## src/sv/kpat_pkg.sv

```systemverilog
// Shared types and constants for the keyed priority alert table.
// Used by kpat_ctrl, kpat_dp and keyed_priority_alert_table_core.
package kpat_pkg;

    // default table size and readout bound
    localparam int TableDepth = 16;
    localparam int MaxOut     = 16;
    localparam int OutCntW    = 5;
    localparam int NumKinds   = 3;
    localparam logic [4:0] LimitReset = 5'd16;

    // operation codes
    localparam logic [2:0] FUNC_ADD    = 3'd0;
    localparam logic [2:0] FUNC_UPDATE = 3'd1;
    localparam logic [2:0] FUNC_CLEAR  = 3'd2;
    localparam logic [2:0] FUNC_CLRALL = 3'd3;
    localparam logic [2:0] FUNC_READ   = 3'd4;

    // value of register address bit 2 that selects the limit register
    localparam logic REG_LIMIT = 1'b0;

    // controller to datapath
    typedef struct packed {
        logic load;        // capture the input transaction
        logic scan_start;  // restart the slot walk
        logic scan_run;    // issue slot reads
        logic wr_level;    // rewrite priority of the matched slot
        logic wr_new;      // fill the first free slot
        logic clr_one;     // free the matched slot
        logic clr_all;     // free every slot
        logic take_clear;  // forget emitted slots
        logic take_mark;   // mark current best as emitted
        logic cnt_load;    // load the readout count
        logic cnt_dec;     // one readout result sent
        logic emit;        // load the result register
        logic emit_ok;
        logic emit_entry;
        logic emit_last;
    } cmd_t;

    // datapath to controller
    typedef struct packed {
        logic [2:0] func;
        logic       add_ok;
        logic       used_zero;
        logic       scan_done;
        logic       found;
        logic       out_free;
        logic       read_last;
    } status_t;

endpackage

```

## src/sv/keyed_priority_alert_table_core.sv

```systemverilog
// Top level of the keyed priority alert table: register port and wiring.
// Depends on kpat_pkg, kpat_ctrl and kpat_dp.
//
//  channel  | ports                                  | role
//  ---------+----------------------------------------+------------------------
//  s_       | s_valid/s_ready, func, time, kind, lvl | operation transaction
//  m_       | m_valid/m_ready, result fields         | result transactions
//  apb      | psel/penable/pwrite/paddr/pwdata/...   | per_type_limit register
//
// An admitted add, an update and a clear each walk every slot once before their result.
// Clear all, an empty read and refused or unknown operations give their result from the
// decode state, without a walk.
// A read walks the slot memory once per result, up to 16 results, since the slot memory
// has a single read port. One transaction at a time.
// Reset (aresetn, synchronous) empties the table at once. A stalled m_ready
// holds the result register and the sequencer waits before the next result.
module keyed_priority_alert_table_core #(
    parameter int TABLE_DEPTH = kpat_pkg::TableDepth
) (
    input  logic               aclk,
    input  logic               aresetn,
    input  logic               s_valid,
    output logic               s_ready,
    input  logic [2:0]         s_func,
    input  logic signed [63:0] s_alert_time,
    input  logic [1:0]         s_alert_kind,
    input  logic [2:0]         s_alert_level,
    output logic               m_valid,
    input  logic               m_ready,
    output logic               m_done_ok,
    output logic               m_entry_valid,
    output logic signed [63:0] m_out_time,
    output logic [1:0]         m_out_kind,
    output logic [2:0]         m_out_level,
    output logic               m_last_item,
    input  logic               psel,
    input  logic               penable,
    input  logic               pwrite,
    input  logic [2:0]         paddr,
    input  logic [31:0]        pwdata,
    output logic [31:0]        prdata,
    output logic               pready
);

    kpat_pkg::cmd_t    cmd;
    kpat_pkg::status_t sts;
    logic [4:0]        limit_reg;

    // register port
    assign pready = 1'b1;
    always_ff @(posedge aclk) begin
        if (!aresetn) begin
            limit_reg <= kpat_pkg::LimitReset;
        end else if (psel && penable && pwrite && (paddr[2] == kpat_pkg::REG_LIMIT)) begin
            limit_reg <= pwdata[4:0];
        end
    end
    assign prdata = (paddr[2] == kpat_pkg::REG_LIMIT) ? {27'd0, limit_reg} : 32'd0;

    kpat_ctrl u_ctrl (
        .aclk    (aclk),
        .aresetn (aresetn),
        .s_valid (s_valid),
        .s_ready (s_ready),
        .sts     (sts),
        .cmd     (cmd)
    );

    kpat_dp #(
        .DEPTH (TABLE_DEPTH)
    ) u_dp (
        .aclk          (aclk),
        .aresetn       (aresetn),
        .cmd           (cmd),
        .sts           (sts),
        .limit         (limit_reg),
        .s_func        (s_func),
        .s_alert_time  (s_alert_time),
        .s_alert_kind  (s_alert_kind),
        .s_alert_level (s_alert_level),
        .m_valid       (m_valid),
        .m_ready       (m_ready),
        .m_done_ok     (m_done_ok),
        .m_entry_valid (m_entry_valid),
        .m_out_time    (m_out_time),
        .m_out_kind    (m_out_kind),
        .m_out_level   (m_out_level),
        .m_last_item   (m_last_item)
    );

endmodule

```

## src/sv/kpat_ctrl.sv

```systemverilog
// Operation sequencer for the keyed priority alert table.
// Depends on kpat_pkg (cmd_t, status_t, operation codes).
module kpat_ctrl (
    input  logic             aclk,
    input  logic             aresetn,
    input  logic             s_valid,
    output logic             s_ready,
    input  kpat_pkg::status_t sts,
    output kpat_pkg::cmd_t    cmd
);

    localparam logic [1:0] ST_IDLE   = 2'd0;
    localparam logic [1:0] ST_DECODE = 2'd1;
    localparam logic [1:0] ST_SCAN   = 2'd2;
    localparam logic [1:0] ST_APPLY  = 2'd3;

    logic [1:0] state_reg, state_next;

    always_ff @(posedge aclk) begin
        if (!aresetn) begin
            state_reg <= ST_IDLE;
        end else begin
            state_reg <= state_next;
        end
    end

    assign s_ready = (state_reg == ST_IDLE);

    // next state and commands
    always_comb begin
        cmd        = '0;
        state_next = state_reg;
        unique case (state_reg)
            ST_IDLE: begin
                if (s_valid) begin
                    cmd.load   = 1'b1;
                    state_next = ST_DECODE;
                end
            end
            ST_DECODE: begin
                case (sts.func) inside
                    kpat_pkg::FUNC_ADD: begin
                        if (sts.add_ok) begin
                            cmd.scan_start = 1'b1;
                            state_next     = ST_SCAN;
                        end else if (sts.out_free) begin
                            cmd.emit      = 1'b1;
                            cmd.emit_last = 1'b1;
                            state_next    = ST_IDLE;
                        end
                    end
                    kpat_pkg::FUNC_UPDATE, kpat_pkg::FUNC_CLEAR: begin
                        cmd.scan_start = 1'b1;
                        state_next     = ST_SCAN;
                    end
                    kpat_pkg::FUNC_CLRALL: begin
                        if (sts.out_free) begin
                            cmd.clr_all   = 1'b1;
                            cmd.emit      = 1'b1;
                            cmd.emit_ok   = 1'b1;
                            cmd.emit_last = 1'b1;
                            state_next    = ST_IDLE;
                        end
                    end
                    kpat_pkg::FUNC_READ: begin
                        if (!sts.used_zero) begin
                            cmd.cnt_load   = 1'b1;
                            cmd.take_clear = 1'b1;
                            cmd.scan_start = 1'b1;
                            state_next     = ST_SCAN;
                        end else if (sts.out_free) begin
                            cmd.emit      = 1'b1;
                            cmd.emit_ok   = 1'b1;
                            cmd.emit_last = 1'b1;
                            state_next    = ST_IDLE;
                        end
                    end
                    default: begin
                        if (sts.out_free) begin
                            cmd.emit      = 1'b1;
                            cmd.emit_last = 1'b1;
                            state_next    = ST_IDLE;
                        end
                    end
                endcase
            end
            ST_SCAN: begin
                cmd.scan_run = 1'b1;
                if (sts.scan_done) begin
                    state_next = ST_APPLY;
                end
            end
            ST_APPLY: begin
                if (sts.out_free) begin
                    cmd.emit = 1'b1;
                    state_next = ST_IDLE;
                    case (sts.func)
                        kpat_pkg::FUNC_ADD: begin
                            cmd.wr_level  = sts.found;
                            cmd.wr_new    = !sts.found;
                            cmd.emit_ok   = 1'b1;
                            cmd.emit_last = 1'b1;
                        end
                        kpat_pkg::FUNC_UPDATE: begin
                            cmd.wr_level  = sts.found;
                            cmd.emit_ok   = sts.found;
                            cmd.emit_last = 1'b1;
                        end
                        kpat_pkg::FUNC_CLEAR: begin
                            cmd.clr_one   = sts.found;
                            cmd.emit_ok   = sts.found;
                            cmd.emit_last = 1'b1;
                        end
                        default: begin
                            // sorted readout: one result per pass
                            cmd.emit_ok    = 1'b1;
                            cmd.emit_entry = 1'b1;
                            cmd.emit_last  = sts.read_last;
                            cmd.take_mark  = 1'b1;
                            cmd.cnt_dec    = 1'b1;
                            if (!sts.read_last) begin
                                cmd.scan_start = 1'b1;
                                state_next     = ST_SCAN;
                            end
                        end
                    endcase
                end
            end
            default: begin
                state_next = ST_IDLE;
            end
        endcase
    end

endmodule

```

## src/sv/kpat_dp.sv

```systemverilog
// Datapath: slot memory, occupancy state, slot walk and result register.
// Depends on kpat_pkg (cmd_t, status_t, constants).
module kpat_dp #(
    parameter int DEPTH = kpat_pkg::TableDepth
) (
    input  logic                aclk,
    input  logic                aresetn,
    input  kpat_pkg::cmd_t       cmd,
    output kpat_pkg::status_t    sts,
    input  logic [4:0]          limit,
    input  logic [2:0]          s_func,
    input  logic signed [63:0]  s_alert_time,
    input  logic [1:0]          s_alert_kind,
    input  logic [2:0]          s_alert_level,
    output logic                m_valid,
    input  logic                m_ready,
    output logic                m_done_ok,
    output logic                m_entry_valid,
    output logic signed [63:0]  m_out_time,
    output logic [1:0]          m_out_kind,
    output logic [2:0]          m_out_level,
    output logic                m_last_item
);

    localparam int AW = (DEPTH > 1) ? $clog2(DEPTH) : 1;
    localparam int CW = $clog2(DEPTH + 1);
    localparam int OW = kpat_pkg::OutCntW;

    // slot memory
    logic signed [63:0] mem_time  [DEPTH];
    logic [1:0]         mem_kind  [DEPTH];
    logic [2:0]         mem_level [DEPTH];

    // captured transaction
    logic [2:0]         func_reg;
    logic signed [63:0] key_time_reg;
    logic [1:0]         key_kind_reg;
    logic [2:0]         key_level_reg;

    // occupancy
    logic [DEPTH-1:0] used_reg, taken_reg;
    logic [CW-1:0]    used_cnt_reg;
    logic [4:0]       kind_cnt_reg [kpat_pkg::NumKinds];
    logic [OW-1:0]    read_left_reg;

    // walk and read pipeline
    logic [CW-1:0]      addr_cnt_reg;
    logic               rd_vld_reg;
    logic [AW-1:0]      rd_idx_reg;
    logic signed [63:0] rd_time_reg;
    logic [1:0]         rd_kind_reg;
    logic [2:0]         rd_level_reg;

    // walk results
    logic               found_reg, free_vld_reg, best_vld_reg;
    logic [AW-1:0]      found_idx_reg, free_idx_reg, best_idx_reg;
    logic signed [63:0] best_time_reg;
    logic [1:0]         best_kind_reg;
    logic [2:0]         best_level_reg;

    logic        issue;
    logic        cand_ok, cand_better, key_match;
    logic [4:0]  kind_cnt_sel;
    logic [7:0]  used_ext;
    logic [AW-1:0] wr_addr;

    assign issue = cmd.scan_run && (addr_cnt_reg != CW'(DEPTH));

    // input capture
    always_ff @(posedge aclk) begin
        if (cmd.load) begin
            func_reg      <= s_func;
            key_time_reg  <= s_alert_time;
            key_kind_reg  <= s_alert_kind;
            key_level_reg <= s_alert_level;
        end
    end

    // memory write and registered read
    assign wr_addr = cmd.wr_new ? free_idx_reg : found_idx_reg;

    always_ff @(posedge aclk) begin
        if (cmd.wr_new) begin
            mem_time[wr_addr] <= key_time_reg;
            mem_kind[wr_addr] <= key_kind_reg;
        end
        if (cmd.wr_new || cmd.wr_level) begin
            mem_level[wr_addr] <= key_level_reg;
        end
        if (issue) begin
            rd_time_reg  <= mem_time[addr_cnt_reg[AW-1:0]];
            rd_kind_reg  <= mem_kind[addr_cnt_reg[AW-1:0]];
            rd_level_reg <= mem_level[addr_cnt_reg[AW-1:0]];
            rd_idx_reg   <= addr_cnt_reg[AW-1:0];
        end
    end

    // walk address and read valid
    always_ff @(posedge aclk) begin
        if (!aresetn) begin
            addr_cnt_reg <= '0;
            rd_vld_reg   <= 1'b0;
        end else begin
            rd_vld_reg <= issue;
            if (cmd.scan_start) begin
                addr_cnt_reg <= '0;
            end else if (issue) begin
                addr_cnt_reg <= addr_cnt_reg + 1'b1;
            end
        end
    end

    // ordering: level down, time down (signed), kind up
    assign key_match = used_reg[rd_idx_reg] && (rd_time_reg == key_time_reg)
                       && (rd_kind_reg == key_kind_reg);
    assign cand_ok   = used_reg[rd_idx_reg] && !taken_reg[rd_idx_reg];
    always_comb begin
        if (rd_level_reg != best_level_reg) begin
            cand_better = rd_level_reg > best_level_reg;
        end else if (rd_time_reg != best_time_reg) begin
            cand_better = rd_time_reg > best_time_reg;
        end else begin
            cand_better = rd_kind_reg < best_kind_reg;
        end
    end

    // key match, first free slot and best remaining entry
    always_ff @(posedge aclk) begin
        if (!aresetn || cmd.scan_start) begin
            found_reg    <= 1'b0;
            free_vld_reg <= 1'b0;
            best_vld_reg <= 1'b0;
        end else if (rd_vld_reg) begin
            if (key_match) begin
                found_reg <= 1'b1;
            end
            if (!free_vld_reg && !used_reg[rd_idx_reg]) begin
                free_vld_reg <= 1'b1;
            end
            if (cand_ok && (!best_vld_reg || cand_better)) begin
                best_vld_reg <= 1'b1;
            end
        end
    end

    always_ff @(posedge aclk) begin
        if (rd_vld_reg) begin
            if (key_match) begin
                found_idx_reg <= rd_idx_reg;
            end
            if (!free_vld_reg && !used_reg[rd_idx_reg]) begin
                free_idx_reg <= rd_idx_reg;
            end
            if (cand_ok && (!best_vld_reg || cand_better)) begin
                best_idx_reg   <= rd_idx_reg;
                best_time_reg  <= rd_time_reg;
                best_kind_reg  <= rd_kind_reg;
                best_level_reg <= rd_level_reg;
            end
        end
    end

    // occupancy bits and counts
    always_ff @(posedge aclk) begin
        if (!aresetn || cmd.clr_all) begin
            used_reg     <= '0;
            used_cnt_reg <= '0;
            for (int k = 0; k < kpat_pkg::NumKinds; k++) begin
                kind_cnt_reg[k] <= '0;
            end
        end else if (cmd.wr_new) begin
            used_reg[free_idx_reg]     <= 1'b1;
            used_cnt_reg               <= used_cnt_reg + 1'b1;
            kind_cnt_reg[key_kind_reg] <= kind_cnt_reg[key_kind_reg] + 1'b1;
        end else if (cmd.clr_one) begin
            used_reg[found_idx_reg] <= 1'b0;
            used_cnt_reg            <= used_cnt_reg - 1'b1;
            if (kind_cnt_sel != 5'd0) begin
                kind_cnt_reg[key_kind_reg] <= kind_cnt_sel - 1'b1;
            end
        end
    end

    always_ff @(posedge aclk) begin
        if (!aresetn || cmd.take_clear) begin
            taken_reg <= '0;
        end else if (cmd.take_mark) begin
            taken_reg[best_idx_reg] <= 1'b1;
        end
    end

    // readout count, bounded by MaxOut
    assign used_ext = 8'(used_cnt_reg);
    always_ff @(posedge aclk) begin
        if (cmd.cnt_load) begin
            read_left_reg <= (used_ext >= 8'(kpat_pkg::MaxOut)) ?
                             OW'(kpat_pkg::MaxOut) : OW'(used_ext);
        end else if (cmd.cnt_dec) begin
            read_left_reg <= read_left_reg - 1'b1;
        end
    end

    // add admission check
    assign kind_cnt_sel = (key_kind_reg == 2'd3) ? 5'd0 : kind_cnt_reg[key_kind_reg];

    always_comb begin
        sts.func      = func_reg;
        sts.add_ok    = (key_kind_reg != 2'd3) && (used_cnt_reg != CW'(DEPTH))
                        && (kind_cnt_sel < limit);
        sts.used_zero = (used_cnt_reg == '0);
        sts.scan_done = (addr_cnt_reg == CW'(DEPTH)) && !rd_vld_reg;
        sts.found     = found_reg;
        sts.out_free  = !m_valid || m_ready;
        sts.read_last = (read_left_reg == OW'(1));
    end

    // result register
    always_ff @(posedge aclk) begin
        if (!aresetn) begin
            m_valid <= 1'b0;
        end else if (cmd.emit) begin
            m_valid <= 1'b1;
        end else if (m_ready) begin
            m_valid <= 1'b0;
        end
    end

    always_ff @(posedge aclk) begin
        if (cmd.emit) begin
            m_done_ok     <= cmd.emit_ok;
            m_entry_valid <= cmd.emit_entry;
            m_out_time    <= cmd.emit_entry ? best_time_reg : 64'sd0;
            m_out_kind    <= cmd.emit_entry ? best_kind_reg : 2'd0;
            m_out_level   <= cmd.emit_entry ? best_level_reg : 3'd0;
            m_last_item   <= cmd.emit_last;
        end
    end

endmodule

```

## config.mk

```make
export PLATFORM = sky130hd
export DESIGN_NAME = keyed_priority_alert_table_core
export DESIGN_NICKNAME = d
export VERILOG_FILES = /design/src/sv/kpat_pkg.sv /design/src/sv/keyed_priority_alert_table_core.sv /design/src/sv/kpat_ctrl.sv /design/src/sv/kpat_dp.sv
export SDC_FILE = /design/constraint.sdc
export NUM_CORES = 2
export LEC_CHECK = 0
export BUFFER_PORTS_ARGS = -buffer_cell sky130_fd_sc_hd__buf_2
export CAP_MARGIN = 20
export CORE_ASPECT_RATIO = 2
export CORE_MARGIN = 4
export CORE_UTILIZATION = 45
export CTS_CLUSTER_DIAMETER = 40
export DETAILED_ROUTE_END_ITERATION = 8
export GPL_TIMING_DRIVEN = 0
export PLACE_DENSITY = 0.68
export SLEW_MARGIN = 20
export SYNTH_ARGS = -nofsm -noshare
export SYNTH_HDL_FRONTEND = slang
export SYNTH_SLANG_ARGS = --single-unit
```

## constraint.sdc

```tcl
create_clock -name aclk -period 29.6 [get_ports aclk]
set_clock_uncertainty 0.1 [all_clocks]
set_input_delay 5.92 -clock aclk [delete_from_list [all_inputs] [get_ports aclk]]
set_output_delay 5.92 -clock aclk [all_outputs]
set_load 0.01 [all_outputs]
```

# == Word-level counts from Yosys, hierarchy flattened ==
# Memory sizes are Yosys's and may differ from the RTL's. A register that Yosys moved wholly into a read port is not among the register bits.
# Index checks and enable logic that the tools add are counted.
# classes
add_sub_neg,6
order_cmp,12
eq_ne,20
n_mux,107
bitwise,7
n_reduce_logical,45
# ops
operator,count
$mux 1,66
$eq 64x64->1,1
$gt 64x64->1,1
$ne 64x64->1,1
$mux 5,10
$mux 2,17
$mux 16,2
$or 16x16->16,2
$lt 4x5->1 const B,4
$and 16x16->16,1
$not 16->16,1
$add 5x1->5 const B,3
$logic_and 1x1->1,15
$sub 5x1->5 const B,3
$demux 1 s4,3
$ge 4x1->1 const B,3
$ne 5x5->1 const B,2
$bmux 1 s4,2
$logic_not 1->1,8
$ne 2x2->1 const B,4
$pmux 2 s4,1
$eq 2x2->1 const B,3
$eq 3x2->1 const B,2
$logic_or 1x1->1,6
27 further kinds,36
# totals
register_bits,288
ram_bits,1119
inputBits,114
output_inout_bits,107
wordCells,230
mem_count,4
# mem_list
memory,words,word_bits,rd,rd_clocked_by_memory_dff,wr,line_no,rtl
u_dp.mem_time,16,64,1,1,1,kpat_dp.sv:30,logic signed [63:0] mem_time [DEPTH];
u_dp.mem_level,16,3,1,1,1,kpat_dp.sv:32,logic [2:0] mem_level [DEPTH];
u_dp.mem_kind,16,2,1,1,1,kpat_dp.sv:31,logic [1:0] mem_kind [DEPTH];
u_dp.kind_cnt_reg,3,5,1,1,3,kpat_dp.sv:43,logic [4:0] kind_cnt_reg [kpat_pkg::NumKinds];

# == Longest topological paths before layout ==
# depth
word_depth,13
mapped_depth,13
ltp_nobuf,11

# == Cells and area by module ==
# Synthesis repeated with hierarchy kept, for this count alone.
# unflattened
hier_cells,2798
area_unflattened_um2,57920.6
# by_module_without_submodules
module,n_inst,cells_each,area_per_inst_um2,seq_area_each_um2
kpat_dp,1,2693,57121.0,43832.0
keyed_priority_alert_table_core,1,58,479.2,100.1
kpat_ctrl,1,47,320.3,40.0

# == Worst setup path before layout ==
# Ideal clock, no wire load.
# synth_timing
path_type,input -> register
start,input port m_ready
end,register u_dp.used_reg[12]
setup_ns,0.086
arrival_ns,14.063
required_ns,29.414
path_slack_ns,15.351
path_stages,7
n_path_buf,1
cell_sequence,nand2b_1 > nand3_1 > nor4_1 > buf_2 > inv_1 > nor4_1 > o221a_2
# synth_between
elab_chain_len,7
word_cells_on_any_way,11
classes_between,8 x mux; 3 x reduce/logical
# synth_lines
element,line_no,rtl
from (decl),keyed_priority_alert_table_core.sv:29,"input logic m_ready,"
$logic_or 1x1->1 *,kpat_dp.sv:213,sts.out_free = !m_valid || m_ready;
$mux 1,kpat_ctrl.sv:57,if (sts.out_free) begin
$mux 1 (3 in series),kpat_ctrl.sv:41,case (sts.func) inside
$mux 2,kpat_ctrl.sv:33,unique case (state_reg)
$logic_or 1x1->1,kpat_dp.sv:165,if (!aresetn || cmd.clr_all) begin
to (signal assigned),kpat_dp.sv:166,used_reg <= '0;
"to (signal, indexed assignment)",kpat_dp.sv:172,used_reg[free_idx_reg] <= 1'b1;
"to (signal, indexed assignment)",kpat_dp.sv:176,used_reg[found_idx_reg] <= 1'b0;
to (decl),kpat_dp.sv:41,"logic [DEPTH-1:0] used_reg, taken_reg;"
# Mark *: on every way between the ends. The rest lies on a longest branch, timed or not.
# A chain may end at the register's enable or synchronous reset.

# == Final worst setup path ==
# layout_timing
start,input port paddr[2]
end,output port prdata[1]
# layout_between
elab_chain_len,1
# layout_lines
element,line_no,rtl
from (decl),keyed_priority_alert_table_core.sv:39,"input logic [2:0] paddr,"
$mux 5,keyed_priority_alert_table_core.sv:58,"assign prdata = (paddr[2] == kpat_pkg::REG_LIMIT) ? {27'd0, limit_reg} : 32'd0;"
to (decl),keyed_priority_alert_table_core.sv:41,"output logic [31:0] prdata,"
# No other way between the ends.

==> run metrics <==
Max Freq=80.9 MHz; Util after Layout=0.522; critical path depth=3; Ys Warns=0; number of synthesized register bits=1483; top cell type's share of synthesized area=0.743; Residual DRC=0; Initial DRT Pass Iterations=5; top cells by area, synth=edfxtp_1, mux4_2, dfxtp_1, ha_1, nor2_1; hold depth=0; grt ovf=0; max-slew violation count=0; area delta synth->final=15.2%; Final HPWL DP=~100000 um; met1 GRT Util=0.265; DR vias=28900; average size of a mapped cell=20.6 um2; leakage dissipation=21.6 nW; post-route ant nets=0; mapped cell area=~0.058 mm2; Starting DRT DRC Count=3368; transition time of the tightest slew-check pin=1160 ps; Final setup viols=0; Reg-to-Reg Start=u_dp.rd_time_reg[13]; total power=between 4 and 5 mW; DIE AREA=0.134 mm2; H-tree depth=4; R2R cell count=9; kind of launch point of the worst setup path=input pin; Netlist cell types=between 60 and 70; crit path DAT=6340 ps; Via density=5.79; Critical Path RT=around 24000 ps; predominant post-synthesis flop cell=edfxtp_1; GRT Max-Usage Layer=met2; Biggest register=u_dp.mem_time; Initial Utilization=0.453; Slew headroom=0.222; max FFs per register=a little over 1000; Crit Path Max Fanout=6; Hold Fails Final Rpt=0; Min-Delay Path Class=flop to flop; Final Net Count=3394; GP Congestion=0.865; CTS Buf Count=138; CTS tree=yes; fill count=9961; clk sink count=around 1500; cell mode on critical path=buf_2; largest net degree at the start of global routing=51; wire per inst=29.5 um; met3 Use GR=0.0390; row count=185; Buffers on Ports=163; M2 GR Usage=0.383; unrepaired setup endpoints after global routing=false; CP Class=input pin to output port; hold slack=339 ps; CTS max path bufs=3; commonest cells in the netlist=edfxtp_1, mux4_2, nor2_1; EDFF count, synth=1427; Crit. Startpoint=paddr[2]; antenna violations before repair=6; layout cells sized above 1=0.275; Die H=~510 um; CP top delay family=buffers and inverters; power per cell area=slightly above 70 mW/mm2; first-pass GRT wire length=~210000 um; vias in the first global route=30100; Tcrit/Tclk final=0.417; setup TNS=0 ps; hold path start=u_dp.addr_cnt_reg[2]; Top Ports=221; maximum vdd ir drop=between 0.06 and 0.07 mV; Cells after Synth=2795; post-cts sizing count=0; asr flop ratio synth=0; CP endpoint kind=output port; Synth area leader=edfxtp_1; post-synthesis sequential area ratio=0.762; postcts setup bufs=0; final wirelength=147000 um; CP Buf/Inv Count=2; run status=finished clean; crit-path cells=buf_2 > nor2_1 > buf_2; Slowest-stage cell, CP=buf_2; top-count cell post-synth=edfxtp_1; number of max-cap violations=0; CP peak stage delay=150 ps; core area=0.127 mm2; Period minus WS final=roughly 12000 ps; clock latency on the worst-skew pair=760 ps; hold_buf cts=0; register clock-pin slew on the reported worst setup and hold paths=70 ps; Overall Global Routing Usage=0.220; root buf cell=clkbuf_16; Die Wd=261 um
## final timing paths
check / to / slack [ps]
hold / removal: u_dp.rd_idx_reg[2] / 340
setup / recovery: prdata[1] / 17240
setup reg to reg: u_dp.best_time_reg[34] / 24550
hold reg to reg: u_dp.rd_idx_reg[2] / 340
## metrics by stage
step / worst slack, ps / instances / area, um2
finish: 17240 / 4993 / 66400
CTS: 17230 / 4987 / 66400
global placement: 5200 / 4667 / 60700
floorplan: 15350 / 2821 / 57800
global route: 17220 / 4990 / 66400
detailed placement: 17230 / 4740 / 61800
## area by class of cell
type                    count  area, um2  share of cell area
diodes                      5       12.5            0.000188
plain buffers             136        676              0.0102
clock buffers             166       3720              0.0560
clock inverters            81        836              0.0126
inverters                 118        498             0.00750
multi-input cells        1084      12800               0.193
flip-flops and latches   1483      44000               0.662
well taps                1683       2110              0.0317
repair buffers            237       1810              0.0273
## where the power goes
part	switching (mW)	internal [mW]	leakage, nW
Clock	0.789	1.00	2.22
Sequential	0.0903	2.41	13.4
Combinational	0.274	0.213	5.98
Total	1.15	3.63	21.6
## worst register-to-register path, cell delays in order (launching register included)
cell	delay, ps
edfxtp_1	450
ha_1	340
nand4_1	260
nor4_1	940
a21boi_0	730
o31ai_1	300
a21oi_1	350
o2111ai_1	210
nand3_4	640
buf_16	340
## cell families after synthesis
group	after synthesis	share of synthesized area
buffers and inverters	254	0.0191
AO/OA/AOI/OAI	163	0.0177
XOR/XNOR	73	0.0111
multiplexers	372	0.142
AND/OR/NAND/NOR	366	0.0295
other	2	0.000130
flip-flops	1483	0.762
adder cells (fa/ha/maj)	82	0.0179
## metal layers
metal / vias up / share of wire / routed length [um]
met1: 15100 / 0.35 / 51100
met3: 325 / 0.072 / 10700
met2: 1394 / 0.52 / 76800
met4: 2 / 0.058 / 8540
li1: 12100 / - / -
met5: - / 0.00014 / 20
## cells in the final DEF (no fill, tap or decap), drive strengths merged, types with 18 or more instances in the layout
cell    instances
edfxtp       1427
mux4          358
buf           303
clkbuf        236
nor2          168
inv           131
ha             81
a21oi          74
nand2          62
dfxtp          56
clkinv         54
xnor2          46
o21ai          28
conb           28
xor2           27
nand4          27
nand3          21
nor4           18
Note: power is estimated with default switching activity, not from simulation.
